**src/sv/assert_macros.svh**
```systemverilog
// Assertion macros shared by the RTL of the gamepad poll decoder.
// Each macro expands to one labelled concurrent assertion that reports through $error.
`ifndef ASSERT_MACROS_SVH
`define ASSERT_MACROS_SVH

// The consequent must hold in the same cycle as the antecedent.
`define ASSERT_SAME(label, clk, rst, ante, cons, msg) \
   label: assert property (@(posedge clk) disable iff (rst) (ante) |-> (cons)) \
      else $error(msg);

// The consequent must hold in the cycle after the antecedent.
`define ASSERT_NEXT(label, clk, rst, ante, cons, msg) \
   label: assert property (@(posedge clk) disable iff (rst) (ante) |=> (cons)) \
      else $error(msg);

`endif

```
**src/sv/gspd_pkg.sv**
```systemverilog
// Package for the gamepad serial poll decoder: constants, register indexes and helpers.
// Used by gamepad_serial_poll_decoder_top; depends on nothing.
`timescale 1ns / 1ps

package gspd_pkg;

   // Frame length and counter widths
   localparam int FRAME_BYTES_DEF = 9;
   localparam int BYTE_CNT_W      = 4;
   localparam int BIT_CNT_W       = 3;

   // Bytes sent at the head of every frame, the idle byte, and the mode byte of red mode
   localparam logic [7:0] TX_START  = 8'h01;
   localparam logic [7:0] TX_POLL   = 8'h42;
   localparam logic [7:0] TX_IDLE   = 8'h00;
   localparam logic [7:0] MODE_RED  = 8'h73;

   // Positions of the motor bytes sent and of the captured bytes within a frame
   localparam logic [BYTE_CNT_W-1:0] BYTE_MODE    = 4'd1;
   localparam logic [BYTE_CNT_W-1:0] BYTE_MOTOR_S = 4'd3;
   localparam logic [BYTE_CNT_W-1:0] BYTE_MOTOR_L = 4'd4;
   localparam logic [BYTE_CNT_W-1:0] BYTE_BTN_LO  = 4'd3;
   localparam logic [BYTE_CNT_W-1:0] BYTE_BTN_HI  = 4'd4;
   localparam logic [BYTE_CNT_W-1:0] BYTE_RX      = 4'd5;
   localparam logic [BYTE_CNT_W-1:0] BYTE_RY      = 4'd6;
   localparam logic [BYTE_CNT_W-1:0] BYTE_LX      = 4'd7;
   localparam logic [BYTE_CNT_W-1:0] BYTE_LY      = 4'd8;

   // Stick centres and register reset values
   localparam logic [7:0] X_CENTRE        = 8'd128;
   localparam logic [7:0] Y_CENTRE        = 8'd127;
   localparam logic [7:0] X_DEAD_LOW_RST  = 8'd123;
   localparam logic [7:0] X_DEAD_HIGH_RST = 8'd133;
   localparam logic [7:0] Y_DEAD_LOW_RST  = 8'd122;
   localparam logic [7:0] Y_DEAD_HIGH_RST = 8'd132;
   localparam logic [7:0] RUMBLE_RST      = 8'hFF;

   // Keys that request one of the two motors
   localparam logic [4:0] KEY_NONE    = 5'd0;
   localparam logic [4:0] KEY_LARGE_A = 5'd9;
   localparam logic [4:0] KEY_SMALL_A = 5'd10;
   localparam logic [4:0] KEY_LARGE_B = 5'd11;
   localparam logic [4:0] KEY_SMALL_B = 5'd12;

   // Configuration register indexes
   typedef enum logic [2:0] {
      CSR_X_DEAD_LOW  = 3'd0,
      CSR_X_DEAD_HIGH = 3'd1,
      CSR_Y_DEAD_LOW  = 3'd2,
      CSR_Y_DEAD_HIGH = 3'd3,
      CSR_RUMBLE      = 3'd4
   } csr_index_type;

   // Lowest clear bit of the active-low button word, as key 1..16, or none.
   function automatic logic [4:0] first_pressed(input logic [15:0] buttons);
      logic [4:0] key;
      key = KEY_NONE;
      for (int i = 15; i >= 0; i--) begin
         if (!buttons[i]) begin
            key = 5'(i + 1);
         end
      end
      return key;
   endfunction

   // Snap a stick byte to the centre when it lies strictly inside the deadzone.
   function automatic logic [7:0] snap(input logic [7:0] v, input logic [7:0] lo,
                                       input logic [7:0] hi, input logic [7:0] centre);
      return ((v > lo) && (v < hi)) ? centre : v;
   endfunction

endpackage

```
**src/sv/gamepad_serial_poll_decoder_top.sv**
```systemverilog
// Top level of the gamepad serial poll decoder: bit engine, result decode and output buffer.
// Depends on gspd_pkg and on the assertion macros in assert_macros.svh.
`timescale 1ns / 1ps

// The block takes one word per clock cycle, a bit tick or a frame start, and gives exactly one
// result word for each. Results are registered in an output register; a second register behind
// it lets the input keep taking a word while a result still waits, so the input stalls only
// when both are full. All decoding of a finished read frame (key priority, deadzone snapping,
// stick offsets, motor bytes) is done in the same cycle as the last bit tick. Configuration
// writes take effect at the next edge.
module gamepad_serial_poll_decoder_top #(
   parameter int FRAME_BYTES = gspd_pkg::FRAME_BYTES_DEF
) (
   input  logic        clock,
   input  logic        reset,
   // Input channel
   input  logic        req_tvalid,
   output logic        req_tready,
   input  logic [7:0]  req_tdata,   // [0] din, [7:1] zero
   input  logic        req_tuser,   // [0] command: 0 bit tick, 1 start frame
   // Result channel
   output logic        rsp_tvalid,
   input  logic        rsp_tready,
   output logic [39:0] rsp_tdata,   // [0] dout, [1] select_active, [6:2] key, [14:7] left_x,
                                    // [22:15] left_y, [30:23] right_x, [38:31] right_y,
                                    // [39] mode_red
   output logic        rsp_tlast,   // frame_done
   // Configuration port
   input  logic        csr_we,
   input  logic [2:0]  csr_index,
   input  logic [7:0]  csr_wdata
);
   import gspd_pkg::*;

`include "assert_macros.svh"

   localparam logic [BYTE_CNT_W-1:0] LAST_BYTE = BYTE_CNT_W'(FRAME_BYTES - 1);
   localparam logic [BIT_CNT_W-1:0]  LAST_BIT  = '1;

   // Configuration registers
   logic [7:0] x_dead_low_ff, x_dead_high_ff, y_dead_low_ff, y_dead_high_ff, rumble_ff;

   // Frame state
   logic                  frame_is_rumble_ff, frame_is_rumble_in;
   logic                  busy_ff, busy_in;
   logic [BYTE_CNT_W-1:0] byte_count_ff, byte_count_in;
   logic [BIT_CNT_W-1:0]  bit_count_ff, bit_count_in;
   logic [7:0]            rx_shift_ff, rx_shift_in;
   logic [7:0]            mode_byte_ff, mode_byte_in;
   logic [15:0]           button_ff, button_in;
   logic [7:0]            stick_ff [4];
   logic [7:0]            stick_in [4];
   logic [7:0]            motor_small_ff, motor_small_in;
   logic [7:0]            motor_large_ff, motor_large_in;

   // Output register and skid register
   logic        out_valid_ff, out_valid_in;
   logic [39:0] out_data_ff, out_data_in;
   logic        out_last_ff, out_last_in;
   logic        skid_valid_ff, skid_valid_in;
   logic [39:0] skid_data_ff, skid_data_in;
   logic        skid_last_ff, skid_last_in;

   // Decode of the accepted word
   logic        accept, cmd, din;
   logic        byte_end, frame_end;
   logic [7:0]  rx_next, tx_byte;
   logic [4:0]  key;
   logic [7:0]  rx_snap, ry_snap, lx_snap, ly_snap;
   logic        res_dout, res_sel, res_done, res_red;
   logic [4:0]  res_key;
   logic [7:0]  res_lx, res_ly, res_rx, res_ry;
   logic [39:0] res_data;

   assign req_tready = !skid_valid_ff;
   assign accept     = req_tvalid && req_tready;
   assign cmd        = req_tuser;
   assign din        = req_tdata[0];
   assign rx_next    = {din, rx_shift_ff[7:1]};
   assign byte_end   = (bit_count_ff == LAST_BIT);
   assign frame_end  = byte_end && (byte_count_ff == LAST_BYTE);

   // Byte driven to the pad in the current byte slot
   always_comb begin
      case (byte_count_ff)
         4'd0:         tx_byte = TX_START;
         4'd1:         tx_byte = TX_POLL;
         BYTE_MOTOR_S: tx_byte = frame_is_rumble_ff ? motor_small_ff : TX_IDLE;
         BYTE_MOTOR_L: tx_byte = frame_is_rumble_ff ? motor_large_ff : TX_IDLE;
         default:      tx_byte = TX_IDLE;
      endcase
   end

   // Bit engine: counters, receive shifter and byte capture
   always_comb begin
      frame_is_rumble_in = frame_is_rumble_ff;
      busy_in            = busy_ff;
      byte_count_in      = byte_count_ff;
      bit_count_in       = bit_count_ff;
      rx_shift_in        = rx_shift_ff;
      mode_byte_in       = mode_byte_ff;
      button_in          = button_ff;
      stick_in           = stick_ff;
      if (accept && cmd) begin
         busy_in       = 1'b1;
         byte_count_in = '0;
         bit_count_in  = '0;
         rx_shift_in   = '0;
      end else if (accept && busy_ff) begin
         if (!byte_end) begin
            bit_count_in = bit_count_ff + 1'b1;
            rx_shift_in  = rx_next;
         end else begin
            bit_count_in = '0;
            rx_shift_in  = '0;
            if (!frame_is_rumble_ff) begin
               case (byte_count_ff)
                  BYTE_MODE:   mode_byte_in      = rx_next;
                  BYTE_BTN_LO: button_in[7:0]    = rx_next;
                  BYTE_BTN_HI: button_in[15:8]   = rx_next;
                  BYTE_RX:     stick_in[0]       = rx_next;
                  BYTE_RY:     stick_in[1]       = rx_next;
                  BYTE_LX:     stick_in[2]       = rx_next;
                  BYTE_LY:     stick_in[3]       = rx_next;
                  default:     mode_byte_in      = mode_byte_ff;
               endcase
            end
            if (frame_end) begin
               busy_in            = 1'b0;
               byte_count_in      = '0;
               frame_is_rumble_in = !frame_is_rumble_ff;
            end else begin
               byte_count_in = byte_count_ff + 1'b1;
            end
         end
      end
   end

   // Read frame decode, taken from the values that include the last byte
   assign key     = first_pressed(button_in);
   assign rx_snap = snap(stick_in[0], x_dead_low_ff, x_dead_high_ff, X_CENTRE);
   assign ry_snap = snap(stick_in[1], y_dead_low_ff, y_dead_high_ff, Y_CENTRE);
   assign lx_snap = snap(stick_in[2], x_dead_low_ff, x_dead_high_ff, X_CENTRE);
   assign ly_snap = snap(stick_in[3], y_dead_low_ff, y_dead_high_ff, Y_CENTRE);

   // Motor bytes for the next frame are picked when a read frame ends
   always_comb begin
      motor_small_in = motor_small_ff;
      motor_large_in = motor_large_ff;
      if (accept && !cmd && busy_ff && frame_end && !frame_is_rumble_ff) begin
         if ((key == KEY_LARGE_A) || (key == KEY_LARGE_B)) begin
            motor_small_in = '0;
            motor_large_in = rumble_ff;
         end else if ((key == KEY_SMALL_A) || (key == KEY_SMALL_B)) begin
            motor_small_in = rumble_ff;
            motor_large_in = '0;
         end else begin
            motor_small_in = '0;
            motor_large_in = '0;
         end
      end
   end

   // Result word of the accepted item
   always_comb begin
      res_done = !cmd && busy_ff && frame_end && !frame_is_rumble_ff;
      res_sel  = cmd || busy_ff;
      res_dout = !cmd && busy_ff && tx_byte[bit_count_ff];
      res_key  = res_done ? key : '0;
      res_lx   = res_done ? (lx_snap ^ 8'h80) : '0;
      res_rx   = res_done ? (rx_snap ^ 8'h80) : '0;
      res_ly   = res_done ? (Y_CENTRE - ly_snap) : '0;
      res_ry   = res_done ? (Y_CENTRE - ry_snap) : '0;
      res_red  = res_done && (mode_byte_in == MODE_RED);
      res_data = {res_red, res_ry, res_rx, res_ly, res_lx, res_key, res_sel, res_dout};
   end

   // Output register with a skid register behind it
   always_comb begin
      out_valid_in  = out_valid_ff;
      out_data_in   = out_data_ff;
      out_last_in   = out_last_ff;
      skid_valid_in = skid_valid_ff;
      skid_data_in  = skid_data_ff;
      skid_last_in  = skid_last_ff;
      if (!out_valid_ff || rsp_tready) begin
         if (skid_valid_ff) begin
            out_valid_in  = 1'b1;
            out_data_in   = skid_data_ff;
            out_last_in   = skid_last_ff;
            skid_valid_in = 1'b0;
         end else begin
            out_valid_in = accept;
            out_data_in  = res_data;
            out_last_in  = res_done;
         end
      end else if (accept) begin
         skid_valid_in = 1'b1;
         skid_data_in  = res_data;
         skid_last_in  = res_done;
      end
   end

   assign rsp_tvalid = out_valid_ff;
   assign rsp_tdata  = out_data_ff;
   assign rsp_tlast  = out_last_ff;

   // Configuration registers
   always_ff @(posedge clock) begin
      if (reset) begin
         x_dead_low_ff  <= X_DEAD_LOW_RST;
         x_dead_high_ff <= X_DEAD_HIGH_RST;
         y_dead_low_ff  <= Y_DEAD_LOW_RST;
         y_dead_high_ff <= Y_DEAD_HIGH_RST;
         rumble_ff      <= RUMBLE_RST;
      end else if (csr_we) begin
         case (csr_index_type'(csr_index))
            CSR_X_DEAD_LOW:  x_dead_low_ff  <= csr_wdata;
            CSR_X_DEAD_HIGH: x_dead_high_ff <= csr_wdata;
            CSR_Y_DEAD_LOW:  y_dead_low_ff  <= csr_wdata;
            CSR_Y_DEAD_HIGH: y_dead_high_ff <= csr_wdata;
            CSR_RUMBLE:      rumble_ff      <= csr_wdata;
            default:         rumble_ff      <= rumble_ff;
         endcase
      end
   end

   // Frame state and output buffer
   always_ff @(posedge clock) begin
      if (reset) begin
         frame_is_rumble_ff <= 1'b0;
         busy_ff            <= 1'b0;
         byte_count_ff      <= '0;
         bit_count_ff       <= '0;
         rx_shift_ff        <= '0;
         mode_byte_ff       <= '0;
         button_ff          <= '1;
         stick_ff           <= '{default: '0};
         motor_small_ff     <= '0;
         motor_large_ff     <= '0;
         out_valid_ff       <= 1'b0;
         skid_valid_ff      <= 1'b0;
      end else begin
         frame_is_rumble_ff <= frame_is_rumble_in;
         busy_ff            <= busy_in;
         byte_count_ff      <= byte_count_in;
         bit_count_ff       <= bit_count_in;
         rx_shift_ff        <= rx_shift_in;
         mode_byte_ff       <= mode_byte_in;
         button_ff          <= button_in;
         stick_ff           <= stick_in;
         motor_small_ff     <= motor_small_in;
         motor_large_ff     <= motor_large_in;
         out_valid_ff       <= out_valid_in;
         skid_valid_ff      <= skid_valid_in;
      end
   end

   // Payload of the output buffer needs no reset
   always_ff @(posedge clock) begin
      out_data_ff  <= out_data_in;
      out_last_ff  <= out_last_in;
      skid_data_ff <= skid_data_in;
      skid_last_ff <= skid_last_in;
   end

   // The skid register only fills behind a full output register.
   `ASSERT_SAME(a_skid_behind_out, clock, reset, skid_valid_ff, out_valid_ff, "skid word without output word")
   // The bit counter only moves inside a frame.
   `ASSERT_SAME(a_bits_in_frame, clock, reset, bit_count_ff != '0, busy_ff, "bit count outside a frame")
   // The byte counter never passes the last byte of the frame.
   `ASSERT_SAME(a_byte_range, clock, reset, 1'b1, byte_count_ff <= LAST_BYTE, "byte count past frame end")
   // Each finished frame flips the frame kind.
   `ASSERT_NEXT(a_kind_flips, clock, reset, accept && !cmd && busy_ff && frame_end, frame_is_rumble_ff != $past(frame_is_rumble_ff), "frame kind did not alternate")

endmodule

```
**config.mk**
```make
export PLATFORM = sky130hd
export DESIGN_NAME = gamepad_serial_poll_decoder_top
export DESIGN_NICKNAME = d
export VERILOG_FILES = /design/src/sv/gspd_pkg.sv /design/src/sv/gamepad_serial_poll_decoder_top.sv
export VERILOG_INCLUDE_DIRS = /design/src /design/src/sv
export SDC_FILE = /design/constraint.sdc
export NUM_CORES = 1
export LEC_CHECK = 0
export BUFFER_PORTS_ARGS = -buffer_cell sky130_fd_sc_hd__buf_2
export CORE_ASPECT_RATIO = 1.5
export CORE_MARGIN = 2
export CORE_UTILIZATION = 62
export CTS_BUF_LIST = sky130_fd_sc_hd__clkbuf_16
export DETAILED_ROUTE_END_ITERATION = 6
export PLACE_DENSITY = 0.81
export SETUP_SLACK_MARGIN = 0.15
export SLEW_MARGIN = 10
export SYNTH_ARGS = -nofsm -noshare
export SYNTH_HDL_FRONTEND = slang
export SYNTH_SLANG_ARGS = --single-unit
```
**constraint.sdc**
```tcl
create_clock -name clock -period 7.45 [get_ports clock]
set_input_delay 1.49 -clock clock [delete_from_list [all_inputs] [get_ports clock]]
set_output_delay 1.49 -clock clock [all_outputs]
set_load 0.01 [all_outputs]
```
==> results.toml <==
[pwr]
p_leak_nw = 5.03
power_density_mw_per_mm2 = 205
vdd_drop_max_mv = 0.201

[global_route]
grt_util_met2_pct = 47.0
antenna_found_initial = 0
grt_overflow_total = 0
grt_util_met3_pct = 3.79
met1_usage_pct = 34.8
grt_max_degree = 92
first_global_vias = 7736
grt_pass1_wl_um = 38400
grt_use_total_pct = 27.8
top_usage_layer = "met2"

[final_layout]
n_fill_cell = 1218
ff_latch_area_mm2 = 0.00506
fin_nets = 1178
multi_input_area_mm2 = 0.00470
fin_area_mm2 = 0.0113
synthToLayoutAreaGrowth_pct = 9.80
insertedDiodeCount = 0
instances_no_fill = 1307
drive_above_1_share_pct = 11.0
final_core_util_pct = 69.5

[route]
drt-total-wl_um = 24100
drt.antenna.violating_nets = 0
drt_first_pass_iters = 5
drt-wirelength-per-cell_um = 18.5
vias_per_cell = 6.08
initialDrtViolationCount = 427
drc = 0
via_count = 7944

[logic_synthesis]
yosys-top-cells-area = "dfxtp_1, edfxtp_1, ha_1"
synth_cell_types = 70
synth_area_leader_cell = "dfxtp_1"
synth_edf_count = 82
ys_seq_area_share_pct = 49.4
synth_ff_type = "dfxtp_1"
yosysMostFrequentCell = "dfxtp_1"
syn_area_per_cell_um2 = 9.72
syn_area_mm2 = 0.0102
synthCells = 1054
syn_nets = 1145
yosys_register_bits = 212
yosys_warnings = 0
synth_async_sr_flop_share_pct = 0
ys_top_cells_by_count = "dfxtp_1, nand2_1, nor2_1, edfxtp_1, inv_1"
synth_top_area_share_pct = 25.4

[clock_network]
ctsHtreeMaxLevel = 1
clock-sinks = 212
clk_latency_ns = 0.49
post_cts_buffers = 0
cts_buffers = 20
cts_tree = "built"
cts-resized-gates = 0
hold_buffers = 0
cts-root-buf = "clkbuf_16"
cts_buffer_depth = 3
clk_pin_slew_ns = 0.06

[setup_path]
r2r_cells = 14
critPathCaptureType = "flip-flop"
worst_r2r_endpoint = "rsp_tdata[8]$_DFFE_PP_"
critical_path_class = "primary input to flip-flop"
critical_path_required_ns = 7.64
timing.rr.start = "skid_valid_ff$_SDFFE_PP0N_"
critPathArrivalTime_ns = 5.50
reg2reg_setup_slack_ns = 2.61
cp-start-kind = "primary input"
cp_max_fo = 16

[sta]
tightest_slew_ns = 1.10
hold_viol = 0
fin_setup_tns_ns = 0
slew_violations = 0
relSlewSlack_pct = 26.4
timing.final.ws_setup_ns = 2.14
max_freq_mhz = 188
setup_viol = 0
rsz0062_at_grt = "false"
finalCritPeriodShare_pct = 71.3
layout_min_cycle_time_ns = 5.31
fin_worst_skew_ns = 0.00625

[placement]
io_buffers = 60
gp_congestion = 0.910
place_hpwl_um = 16800
place_inst = 1271
preCtsSetupSlack_ns = 1.71
place_area_mm2 = 0.0106

[hold_path]
holdCritStartpoint = "motor_large_ff[4]$_SDFFE_PP0P_"
min_delay_worst_endpoint = "motor_large_ff[4]$_SDFFE_PP0P_"
hp-class = "flip-flop to flip-flop"
min_path_cells = 2

[floorplanning]
die_area_mm2 = 0.0176
ioPinCount = 68
core_mm2 = 0.0162
rows = 57
die_h_um = 161
dieWidth_um = 109
initial_core_util_pct = 63.3

[flow_run]
maxCapViolCount = 0

[outcome]
outcome = "finished, final reports clean"
[registers in the layout, indices dropped and copies added, names as in the netlist, 16 cells and up]
register      count
stick_ff         32
rsp_tdata        40
button_ff        16
skid_data_ff     40
[cell usage in the layout (no fill, tap or decap), drive strengths merged, types with 8 or more instances in the layout]
master  count
edfxtp     82
dfxtp     130
and3       14
nand4      12
o21a        8
a32o        9
mux2       11
o31ai      19
mux2i      34
o21ai      27
a22o       17
nor3       23
a21o        8
inv        77
a21oi      67
nand3      22
buf        66
nand2     123
clkinv      8
nor2b      16
nand3b     17
a211o      20
nor2      114
ha         66
nand2b     11
clkbuf     21
[layout make-up]
| cell class | instances | share of cell area (%) |
|---|---|---|
| sequential | 212 | 45.0 |
| multi-input combinational | 716 | 41.8 |
| clock buffer | 21 | 4.67 |
| timing repair buffer | 66 | 3.07 |
| inverter | 71 | 2.37 |
| tap | 206 | 2.29 |
| clock inverter | 15 | 0.812 |
[cell families (layout without fill, tap and decap cells)]
kind of cell / Yosys count / after routing / share of synthesized area (%)
buf+inv: 126 / 173 / 4.80
fa+ha+maj: 66 / 66 / 8.06
xor+xnor: 4 / 4 / 0.342
simple gates: 391 / 391 / 18.5
flops: 212 / 212 / 49.4
compound gates: 210 / 210 / 14.3
mux: 45 / 45 / 4.53
[worst max-delay path, stage by stage]
cell and delay [ns]:
buf_2 0.15, and3b_1 0.54, and4_1 0.47, nand2_1 0.35
a21oi_1 0.38, inv_1 0.13, ha_1 0.31, nor2b_1 0.13
o21a_1 0.12, o21ai_0 0.08, a21oi_1 0.14, o31ai_1 0.12
a2111oi_4 0.90, o31ai_1 0.18
[per-stage QoR]
stage                     hold WS, ns  power, W
after global routing            0.472   0.00237
final                           0.453   0.00230
after global placement          0.442   0.00136
after floorplan                 0.426   0.00132
after CTS                       0.454   0.00231
after detailed placement        0.445   0.00136
[worst max path at each step]
stage	startpoint	to	slack, ns	depth (start not counted)
2_1_floorplan	rsp_tready	skid_data_ff[0]$_DFFE_PP_	2.61	2
3_3_place_gp	req_tvalid	rsp_tdata[8]$_DFFE_PP_	1.78	14
3_5_place_dp	req_tvalid	rsp_tdata[8]$_DFFE_PP_	1.71	14
4_1_cts	req_tvalid	rsp_tdata[8]$_DFFE_PP_	2.18	14
5_1_grt	req_tvalid	rsp_tdata[8]$_DFFE_PP_	1.72	14
6_report	req_tvalid	rsp_tdata[8]$_DFFE_PP_	2.14	14
[routing by layer]
metal / vias up / share of wire, %
met3: 66 / 6.5
met2: 292 / 50
met1: 3777 / 39
met4: 0 / 4.6
li1: 3809 / -
met5: - / 0
[where the power goes]
part           internal (W)  total [W]  switching [W]
clock              0.000544   0.000966       0.000421
sequential          0.00123    0.00124      0.0000103
combinational     0.0000337   0.000100      0.0000664
No activity file was read; power rests on OpenSTA's default activity.
